$ cat src/hdl/tlqs_pkg.sv
// Shared types and constants of the two-level queue scheduler.
package tlqs_pkg;

    typedef enum logic [1:0] {
        S_IDLE,
        S_EXEC,
        S_WB2,
        S_EMIT
    } t_state;

    localparam logic OP_ADD  = 1'b0;
    localparam logic OP_TICK = 1'b1;

    localparam int APB_ADDR_W = 3;

    localparam logic REG_AGING   = 1'b0;
    localparam logic REG_QUANTUM = 1'b1;

    localparam logic [15:0] AGING_RESET   = 16'd50;
    localparam logic [15:0] QUANTUM_RESET = 16'd5;

    typedef struct packed {
        logic [15:0] aging_limit;
        logic [15:0] quantum;
    } t_cfg;

    typedef struct packed {
        logic       accepted;
        logic       ran_valid;
        logic [7:0] ran_id;
        logic       promoted_valid;
        logic [7:0] promoted_id;
        logic       retired_valid;
        logic [7:0] retired_id;
        logic       pending;
    } t_result;

endpackage

$ cat src/hdl/tlqs_ram.sv
// Queue entry memory with one write port and one registered read port.
module tlqs_ram #(
    parameter int DEPTH = 16,
    parameter int WIDTH = 40
) (
    input  logic                     i_clk,
    input  logic                     i_we,
    input  logic [$clog2(DEPTH)-1:0] i_waddr,
    input  logic [WIDTH-1:0]         i_wdata,
    input  logic [$clog2(DEPTH)-1:0] i_raddr,
    output logic [WIDTH-1:0]         o_rdata
);

    logic [WIDTH-1:0] r_mem [DEPTH];
    logic [WIDTH-1:0] r_rdata;

    always_ff @(posedge i_clk) begin
        if (i_we) begin
            r_mem[i_waddr] <= i_wdata;
        end
        r_rdata <= r_mem[i_raddr];
    end

    assign o_rdata = r_rdata;

endmodule

$ cat src/hdl/tlqs_cfg.sv
// Configuration registers behind the APB-style port.
module tlqs_cfg (
    input  logic                            i_clk,
    input  logic                            i_rst_n,
    input  logic                            psel,
    input  logic                            penable,
    input  logic                            pwrite,
    input  logic [tlqs_pkg::APB_ADDR_W-1:0] paddr,
    input  logic [31:0]                     pwdata,
    output logic [31:0]                     prdata,
    output logic                            pready,
    output tlqs_pkg::t_cfg                  o_cfg
);

    import tlqs_pkg::*;

    logic [15:0] r_aging;
    logic [15:0] r_quantum;
    logic        wr_en;

    assign pready = 1'b1;
    assign wr_en  = psel && penable && pwrite && pready;

    always_ff @(posedge i_clk) begin
        if (!i_rst_n) begin
            r_aging   <= AGING_RESET;
            r_quantum <= QUANTUM_RESET;
        end else if (wr_en) begin
            unique case (paddr[2])
                REG_AGING:   r_aging   <= pwdata[15:0];
                REG_QUANTUM: r_quantum <= pwdata[15:0];
                default:     r_aging   <= r_aging;
            endcase
        end
    end

    always_comb begin
        unique case (paddr[2])
            REG_AGING:   prdata = {16'b0, r_aging};
            REG_QUANTUM: prdata = {16'b0, r_quantum};
            default:     prdata = '0;
        endcase
    end

    assign o_cfg.aging_limit = r_aging;
    assign o_cfg.quantum     = r_quantum;

endmodule

$ cat src/hdl/tlqs_core.sv
// Scheduler control: queue pointers, tick execution and the result register.
module tlqs_core #(
    parameter int QUEUE_DEPTH   = 16,
    parameter int ID_WIDTH      = 8,
    parameter int RUNTIME_WIDTH = 16,
    parameter int TIME_WIDTH    = 32
) (
    input  logic              i_clk,
    input  logic              i_rst_n,
    input  logic              i_in_valid,
    output logic              o_in_ready,
    input  logic              i_opcode,
    input  logic [7:0]        i_process_id,
    input  logic [15:0]       i_runtime,
    input  logic              i_priority_req,
    input  tlqs_pkg::t_cfg    i_cfg,
    output logic              o_out_valid,
    input  logic              i_out_ready,
    output tlqs_pkg::t_result o_result
);

    import tlqs_pkg::*;

    localparam int AW    = $clog2(QUEUE_DEPTH);
    localparam int CW    = $clog2(QUEUE_DEPTH + 1);
    localparam int RW    = RUNTIME_WIDTH;
    localparam int TW    = TIME_WIDTH;
    localparam int FW    = ID_WIDTH + 2 * RW;
    localparam int BW    = FW + TW;
    localparam int IDX_W = (ID_WIDTH > 8) ? ID_WIDTH : 8;
    localparam int RTX_W = (RW > 16) ? RW : 16;
    localparam logic [CW-1:0] FULL = CW'(QUEUE_DEPTH);

    function automatic logic [AW-1:0] f_next(input logic [AW-1:0] p);
        f_next = (p == AW'(QUEUE_DEPTH - 1)) ? '0 : p + 1'b1;
    endfunction

    function automatic logic [7:0] f_id8(input logic [ID_WIDTH-1:0] id);
        logic [IDX_W-1:0] ext;
        ext   = IDX_W'(id);
        f_id8 = ext[7:0];
    endfunction

    t_state r_state, n_state;

    logic [AW-1:0] r_fg_head, r_fg_tail, r_bg_head, r_bg_tail;
    logic [CW-1:0] r_fg_count, r_bg_count;
    logic [TW-1:0] r_clock;
    logic          r_out_valid;
    t_result       r_out, r_res;
    logic [AW-1:0] r_wb_addr;
    logic [FW-1:0] r_wb_data;

    logic [FW-1:0] fg_rdata, fg_wdata;
    logic [BW-1:0] bg_rdata, bg_wdata;
    logic          fg_we, bg_we;
    logic [AW-1:0] fg_waddr, bg_waddr;

    logic [ID_WIDTH-1:0] fg_id, bg_id, s_id, add_id;
    logic [RW-1:0]       fg_rem, fg_base, bg_rem, bg_base, s_rem, s_base, add_rt;
    logic [RW-1:0]       new_rem, slice_diff;
    logic [TW-1:0]       bg_arr, waited, clock2;
    logic [IDX_W-1:0]    id_ext;
    logic [RTX_W-1:0]    rt_ext;

    logic          accept, out_free, add_full, add_ok;
    logic          promote, serve_fg, serve_bg, run, retire, rotate, s_fg_we, need_wb2;
    logic [CW-1:0] fg_cnt1, bg_cnt1, fg_cnt2, bg_cnt2;
    logic [AW-1:0] fg_tail1, bg_head1, fg_head2, fg_tail2, bg_head2, s_fg_addr;
    logic [FW-1:0] s_fg_data, pro_data;
    t_result       add_res, exec_res, res_now, out_src;
    logic          have_res, load_out, store_res;

    tlqs_ram #(.DEPTH(QUEUE_DEPTH), .WIDTH(FW)) u_fg_ram (
        .i_clk   (i_clk),
        .i_we    (fg_we),
        .i_waddr (fg_waddr),
        .i_wdata (fg_wdata),
        .i_raddr (r_fg_head),
        .o_rdata (fg_rdata)
    );

    tlqs_ram #(.DEPTH(QUEUE_DEPTH), .WIDTH(BW)) u_bg_ram (
        .i_clk   (i_clk),
        .i_we    (bg_we),
        .i_waddr (bg_waddr),
        .i_wdata (bg_wdata),
        .i_raddr (r_bg_head),
        .o_rdata (bg_rdata)
    );

    assign fg_id   = fg_rdata[FW-1 -: ID_WIDTH];
    assign fg_rem  = fg_rdata[2*RW-1 -: RW];
    assign fg_base = fg_rdata[RW-1:0];
    assign bg_id   = bg_rdata[BW-1 -: ID_WIDTH];
    assign bg_rem  = bg_rdata[TW+2*RW-1 -: RW];
    assign bg_base = bg_rdata[TW+RW-1 -: RW];
    assign bg_arr  = bg_rdata[TW-1:0];

    assign accept   = i_in_valid && o_in_ready;
    assign out_free = !r_out_valid || i_out_ready;

    // Add path.
    always_comb begin
        id_ext   = IDX_W'(i_process_id);
        rt_ext   = RTX_W'(i_runtime);
        add_id   = id_ext[ID_WIDTH-1:0];
        add_rt   = rt_ext[RW-1:0];
        add_full = i_priority_req ? (r_bg_count == FULL) : (r_fg_count == FULL);
        add_ok   = !add_full;

        add_res          = '0;
        add_res.accepted = add_ok;
        add_res.pending  = (r_fg_count != '0) || (r_bg_count != '0) || add_ok;
    end

    // Tick path: promotion, then service of the chosen head.
    always_comb begin
        waited  = r_clock - bg_arr;
        promote = (r_bg_count != '0) && (r_fg_count != FULL) &&
                  (waited >= TW'(i_cfg.aging_limit));

        fg_cnt1  = r_fg_count + CW'(promote);
        bg_cnt1  = r_bg_count - CW'(promote);
        fg_tail1 = promote ? f_next(r_fg_tail) : r_fg_tail;
        bg_head1 = promote ? f_next(r_bg_head) : r_bg_head;

        serve_fg = (fg_cnt1 != '0);
        serve_bg = !serve_fg && (bg_cnt1 != '0);

        if (serve_fg && (r_fg_count != '0)) begin
            s_id   = fg_id;
            s_rem  = fg_rem;
            s_base = fg_base;
        end else begin
            s_id   = bg_id;
            s_rem  = bg_rem;
            s_base = bg_base;
        end

        run        = (serve_fg || serve_bg) && (s_rem != '0);
        retire     = (serve_fg || serve_bg) && (s_rem == '0);
        new_rem    = s_rem - 1'b1;
        slice_diff = s_base - new_rem;
        rotate     = serve_fg && run && (new_rem != '0) &&
                     (RTX_W'(slice_diff) == RTX_W'(i_cfg.quantum));

        fg_head2 = (serve_fg && (rotate || retire)) ? f_next(r_fg_head) : r_fg_head;
        fg_tail2 = rotate ? f_next(fg_tail1) : fg_tail1;
        fg_cnt2  = fg_cnt1 - CW'(serve_fg && retire);
        bg_head2 = (serve_bg && retire) ? f_next(bg_head1) : bg_head1;
        bg_cnt2  = bg_cnt1 - CW'(serve_bg && retire);
        clock2   = r_clock + TW'(run);

        s_fg_we   = serve_fg && run;
        s_fg_addr = rotate ? fg_tail1 : r_fg_head;
        s_fg_data = {s_id, new_rem, rotate ? new_rem : s_base};
        pro_data  = {bg_id, bg_rem, bg_base};
        need_wb2  = promote && s_fg_we && (r_fg_count != '0);

        exec_res                = '0;
        exec_res.ran_valid      = run;
        exec_res.ran_id         = run ? f_id8(s_id) : 8'd0;
        exec_res.promoted_valid = promote;
        exec_res.promoted_id    = promote ? f_id8(bg_id) : 8'd0;
        exec_res.retired_valid  = retire;
        exec_res.retired_id     = retire ? f_id8(s_id) : 8'd0;
        exec_res.pending        = (fg_cnt2 != '0) || (bg_cnt2 != '0);
    end

    always_comb begin
        n_state = r_state;
        unique case (r_state)
            S_IDLE: begin
                if (accept) begin
                    if (i_opcode == OP_TICK) begin
                        n_state = S_EXEC;
                    end else if (!out_free) begin
                        n_state = S_EMIT;
                    end
                end
            end
            S_EXEC: begin
                if (need_wb2) begin
                    n_state = S_WB2;
                end else begin
                    n_state = out_free ? S_IDLE : S_EMIT;
                end
            end
            S_WB2:   n_state = out_free ? S_IDLE : S_EMIT;
            S_EMIT:  n_state = out_free ? S_IDLE : S_EMIT;
            default: n_state = S_IDLE;
        endcase
    end

    always_comb begin
        o_in_ready = 1'b0;
        have_res   = 1'b0;
        store_res  = 1'b0;
        res_now    = r_res;
        fg_we      = 1'b0;
        fg_waddr   = r_fg_tail;
        fg_wdata   = {add_id, add_rt, add_rt};
        bg_we      = 1'b0;
        bg_waddr   = r_bg_tail;
        bg_wdata   = {add_id, add_rt, add_rt, r_clock};
        unique case (r_state)
            S_IDLE: begin
                o_in_ready = 1'b1;
                res_now    = add_res;
                if (accept && (i_opcode == OP_ADD)) begin
                    have_res  = 1'b1;
                    store_res = !out_free;
                    fg_we     = add_ok && !i_priority_req;
                    bg_we     = add_ok && i_priority_req;
                end
            end
            S_EXEC: begin
                res_now   = exec_res;
                have_res  = !need_wb2;
                store_res = need_wb2 || !out_free;
                if (s_fg_we) begin
                    fg_we    = 1'b1;
                    fg_waddr = s_fg_addr;
                    fg_wdata = s_fg_data;
                end else if (promote) begin
                    fg_we    = 1'b1;
                    fg_waddr = r_fg_tail;
                    fg_wdata = pro_data;
                end
                bg_we    = serve_bg && run;
                bg_waddr = r_bg_head;
                bg_wdata = {s_id, new_rem, s_base, bg_arr};
            end
            S_WB2: begin
                have_res = 1'b1;
                fg_we    = 1'b1;
                fg_waddr = r_wb_addr;
                fg_wdata = r_wb_data;
            end
            S_EMIT: begin
                have_res = 1'b1;
            end
            default: begin
                have_res = 1'b0;
            end
        endcase
        load_out = have_res && out_free;
        out_src  = res_now;
    end

    always_ff @(posedge i_clk) begin
        if (!i_rst_n) begin
            r_state     <= S_IDLE;
            r_fg_head   <= '0;
            r_fg_tail   <= '0;
            r_fg_count  <= '0;
            r_bg_head   <= '0;
            r_bg_tail   <= '0;
            r_bg_count  <= '0;
            r_clock     <= '1;
            r_out_valid <= 1'b0;
        end else begin
            r_state <= n_state;
            if (load_out) begin
                r_out_valid <= 1'b1;
            end else if (i_out_ready) begin
                r_out_valid <= 1'b0;
            end
            if (r_state == S_IDLE && accept && i_opcode == OP_ADD && add_ok) begin
                if (i_priority_req) begin
                    r_bg_tail  <= f_next(r_bg_tail);
                    r_bg_count <= r_bg_count + 1'b1;
                end else begin
                    r_fg_tail  <= f_next(r_fg_tail);
                    r_fg_count <= r_fg_count + 1'b1;
                end
            end
            if (r_state == S_EXEC) begin
                r_fg_head  <= fg_head2;
                r_fg_tail  <= fg_tail2;
                r_fg_count <= fg_cnt2;
                r_bg_head  <= bg_head2;
                r_bg_count <= bg_cnt2;
                r_clock    <= clock2;
            end
        end
    end

    always_ff @(posedge i_clk) begin
        if (load_out) begin
            r_out <= out_src;
        end
        if (store_res) begin
            r_res <= res_now;
        end
        if (r_state == S_EXEC) begin
            r_wb_addr <= r_fg_tail;
            r_wb_data <= pro_data;
        end
    end

    assign o_out_valid = r_out_valid;
    assign o_result    = r_out;

`ifndef SYNTHESIS
    a_count_bound: assert property (@(posedge i_clk) disable iff (!i_rst_n)
        (r_fg_count <= FULL) && (r_bg_count <= FULL))
        else $error("queue count exceeds depth");

    a_empty_ptrs: assert property (@(posedge i_clk) disable iff (!i_rst_n)
        (r_fg_count == '0) |-> (r_fg_head == r_fg_tail))
        else $error("empty foreground queue with head and tail apart");

    a_exec_once: assert property (@(posedge i_clk) disable iff (!i_rst_n)
        (r_state == S_EXEC) |=> (r_state != S_EXEC))
        else $error("tick executed twice");

    a_promote_room: assert property (@(posedge i_clk) disable iff (!i_rst_n)
        (r_state == S_EXEC && promote) |-> (r_bg_count != '0 && r_fg_count < FULL))
        else $error("promotion without room or source");

    a_ran_or_retired: assert property (@(posedge i_clk) disable iff (!i_rst_n)
        r_out_valid |-> !(r_out.ran_valid && r_out.retired_valid))
        else $error("word reports both a run and a retirement");
`endif

endmodule

$ cat src/hdl/two_level_queue_scheduler_unit.sv
// Top level of the two-level queue scheduler with aging.
//
// Input words arrive on i_in_valid/o_in_ready: an add (opcode add) queues a
// process id and its runtime in the foreground or background queue, and a
// tick promotes an aged background head and then serves one queue head.
// Every input word yields exactly one result word on o_out_valid/i_out_ready.
// An add is accepted in the idle state and its result is registered at the
// accepting edge. A tick reads both queue heads from memory at acceptance and
// executes in the next cycle; a tick that promotes into a non-empty
// foreground queue and also runs the foreground head needs the extra S_WB2
// state for the second write to the single foreground memory port.
// The block works on one word at a time and accepts the next word while the
// previous result still waits in the output register. If the receiver
// stalls and the output register is full, the finished result is held and
// no new word is accepted until the output register drains.
// After reset both queues are empty, the run clock is all ones and the
// aging limit and quantum registers hold 50 and 5. Queue memories are not
// cleared; only occupied entries are ever read.
module two_level_queue_scheduler_unit #(
    parameter int QUEUE_DEPTH   = 16,
    parameter int ID_WIDTH      = 8,
    parameter int RUNTIME_WIDTH = 16,
    parameter int TIME_WIDTH    = 32
) (
    input  logic                            i_clk,
    input  logic                            i_rst_n,
    input  logic                            psel,
    input  logic                            penable,
    input  logic                            pwrite,
    input  logic [tlqs_pkg::APB_ADDR_W-1:0] paddr,
    input  logic [31:0]                     pwdata,
    output logic [31:0]                     prdata,
    output logic                            pready,
    input  logic                            i_in_valid,
    output logic                            o_in_ready,
    input  logic                            i_opcode,
    input  logic [7:0]                      i_process_id,
    input  logic [15:0]                     i_runtime,
    input  logic                            i_priority_req,
    output logic                            o_out_valid,
    input  logic                            i_out_ready,
    output logic                            o_accepted,
    output logic                            o_ran_valid,
    output logic [7:0]                      o_ran_id,
    output logic                            o_promoted_valid,
    output logic [7:0]                      o_promoted_id,
    output logic                            o_retired_valid,
    output logic [7:0]                      o_retired_id,
    output logic                            o_pending
);

    import tlqs_pkg::*;

    t_cfg    cfg;
    t_result result;

    tlqs_cfg u_cfg (
        .i_clk   (i_clk),
        .i_rst_n (i_rst_n),
        .psel    (psel),
        .penable (penable),
        .pwrite  (pwrite),
        .paddr   (paddr),
        .pwdata  (pwdata),
        .prdata  (prdata),
        .pready  (pready),
        .o_cfg   (cfg)
    );

    tlqs_core #(
        .QUEUE_DEPTH   (QUEUE_DEPTH),
        .ID_WIDTH      (ID_WIDTH),
        .RUNTIME_WIDTH (RUNTIME_WIDTH),
        .TIME_WIDTH    (TIME_WIDTH)
    ) u_core (
        .i_clk          (i_clk),
        .i_rst_n        (i_rst_n),
        .i_in_valid     (i_in_valid),
        .o_in_ready     (o_in_ready),
        .i_opcode       (i_opcode),
        .i_process_id   (i_process_id),
        .i_runtime      (i_runtime),
        .i_priority_req (i_priority_req),
        .i_cfg          (cfg),
        .o_out_valid    (o_out_valid),
        .i_out_ready    (i_out_ready),
        .o_result       (result)
    );

    assign o_accepted       = result.accepted;
    assign o_ran_valid      = result.ran_valid;
    assign o_ran_id         = result.ran_id;
    assign o_promoted_valid = result.promoted_valid;
    assign o_promoted_id    = result.promoted_id;
    assign o_retired_valid  = result.retired_valid;
    assign o_retired_id     = result.retired_id;
    assign o_pending        = result.pending;

endmodule
$ cat config.mk
export PLATFORM = sky130hd
export DESIGN_NAME = two_level_queue_scheduler_unit
export DESIGN_NICKNAME = d
export VERILOG_FILES = /design/src/hdl/tlqs_pkg.sv /design/src/hdl/tlqs_ram.sv /design/src/hdl/tlqs_cfg.sv /design/src/hdl/tlqs_core.sv /design/src/hdl/two_level_queue_scheduler_unit.sv
export SDC_FILE = /design/constraint.sdc
export NUM_CORES = 2
export LEC_CHECK = 0
export BUFFER_PORTS_ARGS = -buffer_cell sky130_fd_sc_hd__buf_2
export CORE_ASPECT_RATIO = 0.8
export CORE_MARGIN = 2
export CORE_UTILIZATION = 50
export DETAILED_ROUTE_END_ITERATION = 10
export PLACE_DENSITY = 0.78
export SKIP_LAST_GASP = 1
export SLEW_MARGIN = 0
export SYNTH_ARGS = -nofsm -noshare
export SYNTH_HDL_FRONTEND = slang
export SYNTH_HIERARCHICAL = 1
export SYNTH_SLANG_ARGS = --single-unit
$ cat constraint.sdc
create_clock -name i_clk -period 13.8 [get_ports i_clk]
set_input_delay 2.07 -clock i_clk [delete_from_list [all_inputs] [get_ports i_clk]]
set_output_delay 2.07 -clock i_clk [all_outputs]
set_load 0.02 [all_outputs]
==> qor.json <==
{
  "first_global_vias": {"value": 46400},
  "dominant_combinational_cell_family_by_area_after_synthesis": {"value": "multiplexers"},
  "synth-simple-area-share": {"value": 4.24, "unit": "%"},
  "num-nets-final": {"value": 5068},
  "place_worst_setup_slack": {"value": 471, "unit": "ps"},
  "fp.dieH": {"value": 374, "unit": "µm"},
  "cap_viol_max_count": {"value": 0},
  "run_status": {"value": "complete, no violations"},
  "postSynth.topFlopCell": {"value": "sky130_fd_sc_hd__edfxtp_1"},
  "fin_util": {"value": 56.2, "unit": "%"},
  "power_total": {"value": 16.0, "unit": "mW"},
  "cts_max_path_bufs": {"value": 3},
  "postSynthRegisterBits": {"value": 2099},
  "worst-slew-pin-transition": {"value": 1340, "unit": "ps"},
  "asyncSetResetFlopFracSynth": {"value": 0, "unit": "%"},
  "design_area": {"value": 95500, "unit": "µm²"},
  "place_hpwl": {"value": 115000, "unit": "µm"},
  "slew-limit-headroom": {"value": 10.7, "unit": "%"},
  "synth.top_cells.by_area": {"value": "sky130_fd_sc_hd__edfxtp_1 66%, sky130_fd_sc_hd__mux4_2 10%, sky130_fd_sc_hd__dfxtp_1 4.8%"},
  "vdd.ir_drop.worst": {"value": 151, "unit": "µV"},
  "grt.total_usage": {"value": 23.5, "unit": "%"},
  "final_common_cell": {"value": "sky130_fd_sc_hd__edfxtp_1"},
  "cp-start-kind": {"value": "flop"},
  "design.die.area": {"value": 175000, "unit": "µm²"},
  "timing.critical_path.slowest_stage_cell": {"value": "sky130_fd_sc_hd__or4_4"},
  "holdCritPathClass": {"value": "reg -> reg"},
  "dr.pass1.iters": {"value": 6},
  "clock.fmax": {"value": 76.5, "unit": "MHz"},
  "first_pass_grt_wire_length": {"value": 305000, "unit": "µm"},
  "buffer_ports.inserted": {"value": 96},
  "postCtsSetupRepairBufs": {"value": 0},
  "floorplan.rows": {"value": 135},
  "cts.reportedPaths.clkPinSlew": {"value": 60, "unit": "ps"},
  "synthesis.yosys.warnings": {"value": 6},
  "grt_max_degree": {"value": 105},
  "library_cell_with_the_largest_summed_area_after_synthesis": {"value": "sky130_fd_sc_hd__edfxtp_1"},
  "ctsHtreeMaxLevel": {"value": 4},
  "layout_min_cycle_time": {"value": 13070, "unit": "ps"},
  "cts.sinks": {"value": 2099},
  "ys_seq_area_share": {"value": 71.2, "unit": "%"},
  "drt_drc_violations_left": {"value": 0},
  "antenna_violations_before_repair": {"value": 22},
  "mappedNetlistArea": {"value": 85700, "unit": "µm²"},
  "dpl-instance-area": {"value": 89100, "unit": "µm²"},
  "synth_compound_area_share": {"value": 5.74, "unit": "%"},
  "avgViaCountPerCell": {"value": 6.45},
  "final_antenna_net_count": {"value": 0},
  "static-leakage-power": {"value": 30.5, "unit": "nW"},
  "synth_edf_count": {"value": 1894},
  "syn-mean-instance-area": {"value": 18.1, "unit": "µm²"},
  "post_synth_num_cell_types": {"value": 98},
  "cp_data_arrival_time": {"value": 13560, "unit": "ps"},
  "cts.hold.buffers_added": {"value": 0},
  "cts_buffers": {"value": 193},
  "final-hold-violation-count": {"value": 0},
  "final.setup_skew": {"value": 38.6, "unit": "ps"},
  "timing.critical_path.required": {"value": 14290, "unit": "ps"},
  "wirelength": {"value": 209000, "unit": "µm"},
  "setup.worst_path.end_class": {"value": "flop"},
  "routed_length_per_placed_instance": {"value": 28.4, "unit": "µm"},
  "fillCellCount": {"value": 12200},
  "timing.final.max_slew_violations": {"value": 0},
  "most-common-layout-cells": {"value": "1894 x sky130_fd_sc_hd__edfxtp_1, 388 x sky130_fd_sc_hd__mux4_2, 328 x sky130_fd_sc_hd__nand2_1"},
  "min_period_over_period": {"value": 94.7, "unit": "%"},
  "cts.root.buffer_cell": {"value": "sky130_fd_sc_hd__clkbuf_16"},
  "worst_hold_slack": {"value": 466, "unit": "ps"},
  "coreArea": {"value": 170000, "unit": "µm²"},
  "cts_resized": {"value": 0},
  "path_class": {"value": "reg -> reg"},
  "layout-area-overhead-vs-synth": {"value": 11.5, "unit": "%"},
  "via_count": {"value": 47400},
  "power_per_cell_area": {"value": 167, "unit": "nW/µm²"},
  "setup_viol": {"value": 0},
  "worstPathMaxFanout": {"value": 40},
  "gpl.final_weighted_congestion": {"value": 0.931},
  "postSynthCellCount": {"value": 4744},
  "parity_gate_share_of_the_synthesized_area_counting_xor_and_xnor_cells": {"value": 1.04, "unit": "%"},
  "worst_slack": {"value": 730, "unit": "ps"},
  "clock_tree_from_tritoncts": {"value": "done"},
  "top_level_ports": {"value": 132},
  "initial_util": {"value": 50.5, "unit": "%"},
  "synth-adder-area-share": {"value": 1.35, "unit": "%"},
  "synth_top_cell_area_share": {"value": 66.4, "unit": "%"},
  "horizontal_die_dimension": {"value": 467, "unit": "µm"},
  "final_layout_size_suffix_gt1_share": {"value": 20.9, "unit": "%"},
  "yosys-mux-area-fraction": {"value": 14.1, "unit": "%"},
  "timing.critical_path.slowest_cell_delay": {"value": 740, "unit": "ps"},
  "worst_skew_pair.late_latency": {"value": 850, "unit": "ps"},
  "cp_common_cell": {"value": "sky130_fd_sc_hd__ha_1"},
  "drt_iter0_drc": {"value": 6581},
  "grt-ovfl-total": {"value": 0}
}
[flip-flops by register name, summed over array words and instances (netlist names), 16 cells and up]
register	flops
u_core/u_fg_ram/r_mem	640
u_core/o_result	29
u_core/r_res	29
u_core/u_fg_ram/o_rdata	40
u_cfg/r_quantum	16
u_core/u_bg_ram/o_rdata	72
u_core/u_bg_ram/r_mem	1152
u_core/r_wb_data	40
u_core/r_clock	32
u_cfg/r_aging	16
[area by class of cell]
type	count	area (µm²)	share of cell area, %
Sequential cell	2099	61000	63.9
Multi-Input combinational cell	2278	23100	24.2
Clock buffer	275	5440	5.70
Tap cell	2260	2830	2.96
Timing Repair Buffer	224	1840	1.93
Clock inverter	89	836	0.875
Inverter	113	427	0.447
Antenna cell	7	17.5	0.0183
[logic make-up (layout without fill, tap and decap cells)]
logic type,Yosys count,in the layout
compound gates,694,694
simple gates,763,763
fa+ha+maj,91,91
xor+xnor,100,100
buf+inv,382,701
other cells,2,24
flops,2099,2099
mux,613,613
[worst paths after layout]
check,start,slack [ps],endpoint,cells past startpoint
setup / recovery,u_core/r_clock[2]$_SDFFE_PN1P_,730,u_core/u_fg_ram/r_mem[15][4]$_DFFE_PP_,43
hold / removal,u_core/u_bg_ram/o_rdata[47]$_DFF_P_,470,u_core/r_wb_data[15]$_DFFE_PP_,0
setup reg to reg,u_core/r_clock[2]$_SDFFE_PN1P_,730,u_core/u_fg_ram/r_mem[15][4]$_DFFE_PP_,43
hold reg to reg,u_core/u_bg_ram/o_rdata[47]$_DFF_P_,470,u_core/r_wb_data[15]$_DFFE_PP_,0
[synthesized netlist by cell type (all sizes together), types with 93 or more instances]
master	instances
a21oi	104
edfxtp	1894
mux2i	93
nor2	153
o21ai	98
nand2	329
buf	125
inv	112
dfxtp	205
mux4	448
clkbuf	144
a22oi	236
[critical path, delay by kind of cell (launching register included)]
kind | cells | cell delay (ps)
DFF | 1 | 360
and+or+nand+nor | 15 | 3690
xor gates and xnor gates | 1 | 170
muxes | 2 | 610
AOI/OAI and AO/OA | 17 | 5130
buffers and inverters | 2 | 600
adders and majority gates | 6 | 2030
[through the flow]
stage	TNS (ps)	cells
floorplan	0	4759
global placement	0	6973
detailed placement	0	6973
CTS	0	7337
global route	-4.59	7345
finish	0	7345
[power breakdown]
group / total, mW / leakage (nW) / switching, mW / internal, mW
Clock: 5.28 / 3.06 / 2.32 / 2.96
Combinational: 3.01 / 8.80 / 1.91 / 1.10
Sequential: 7.67 / 18.7 / 0.206 / 7.46
[layer usage]
layer / vias to the layer above / track usage, % / part of all wire (%)
li1: 19600 / - / -
met1: 24500 / 34.0 / 40
met2: 2943 / 36.2 / 47
met3: 389 / 4.59 / 10
met4: 4 / 7.35 / 2.7
met5: - / 0 / 0.011
No activity file was read; power rests on OpenSTA's default activity.
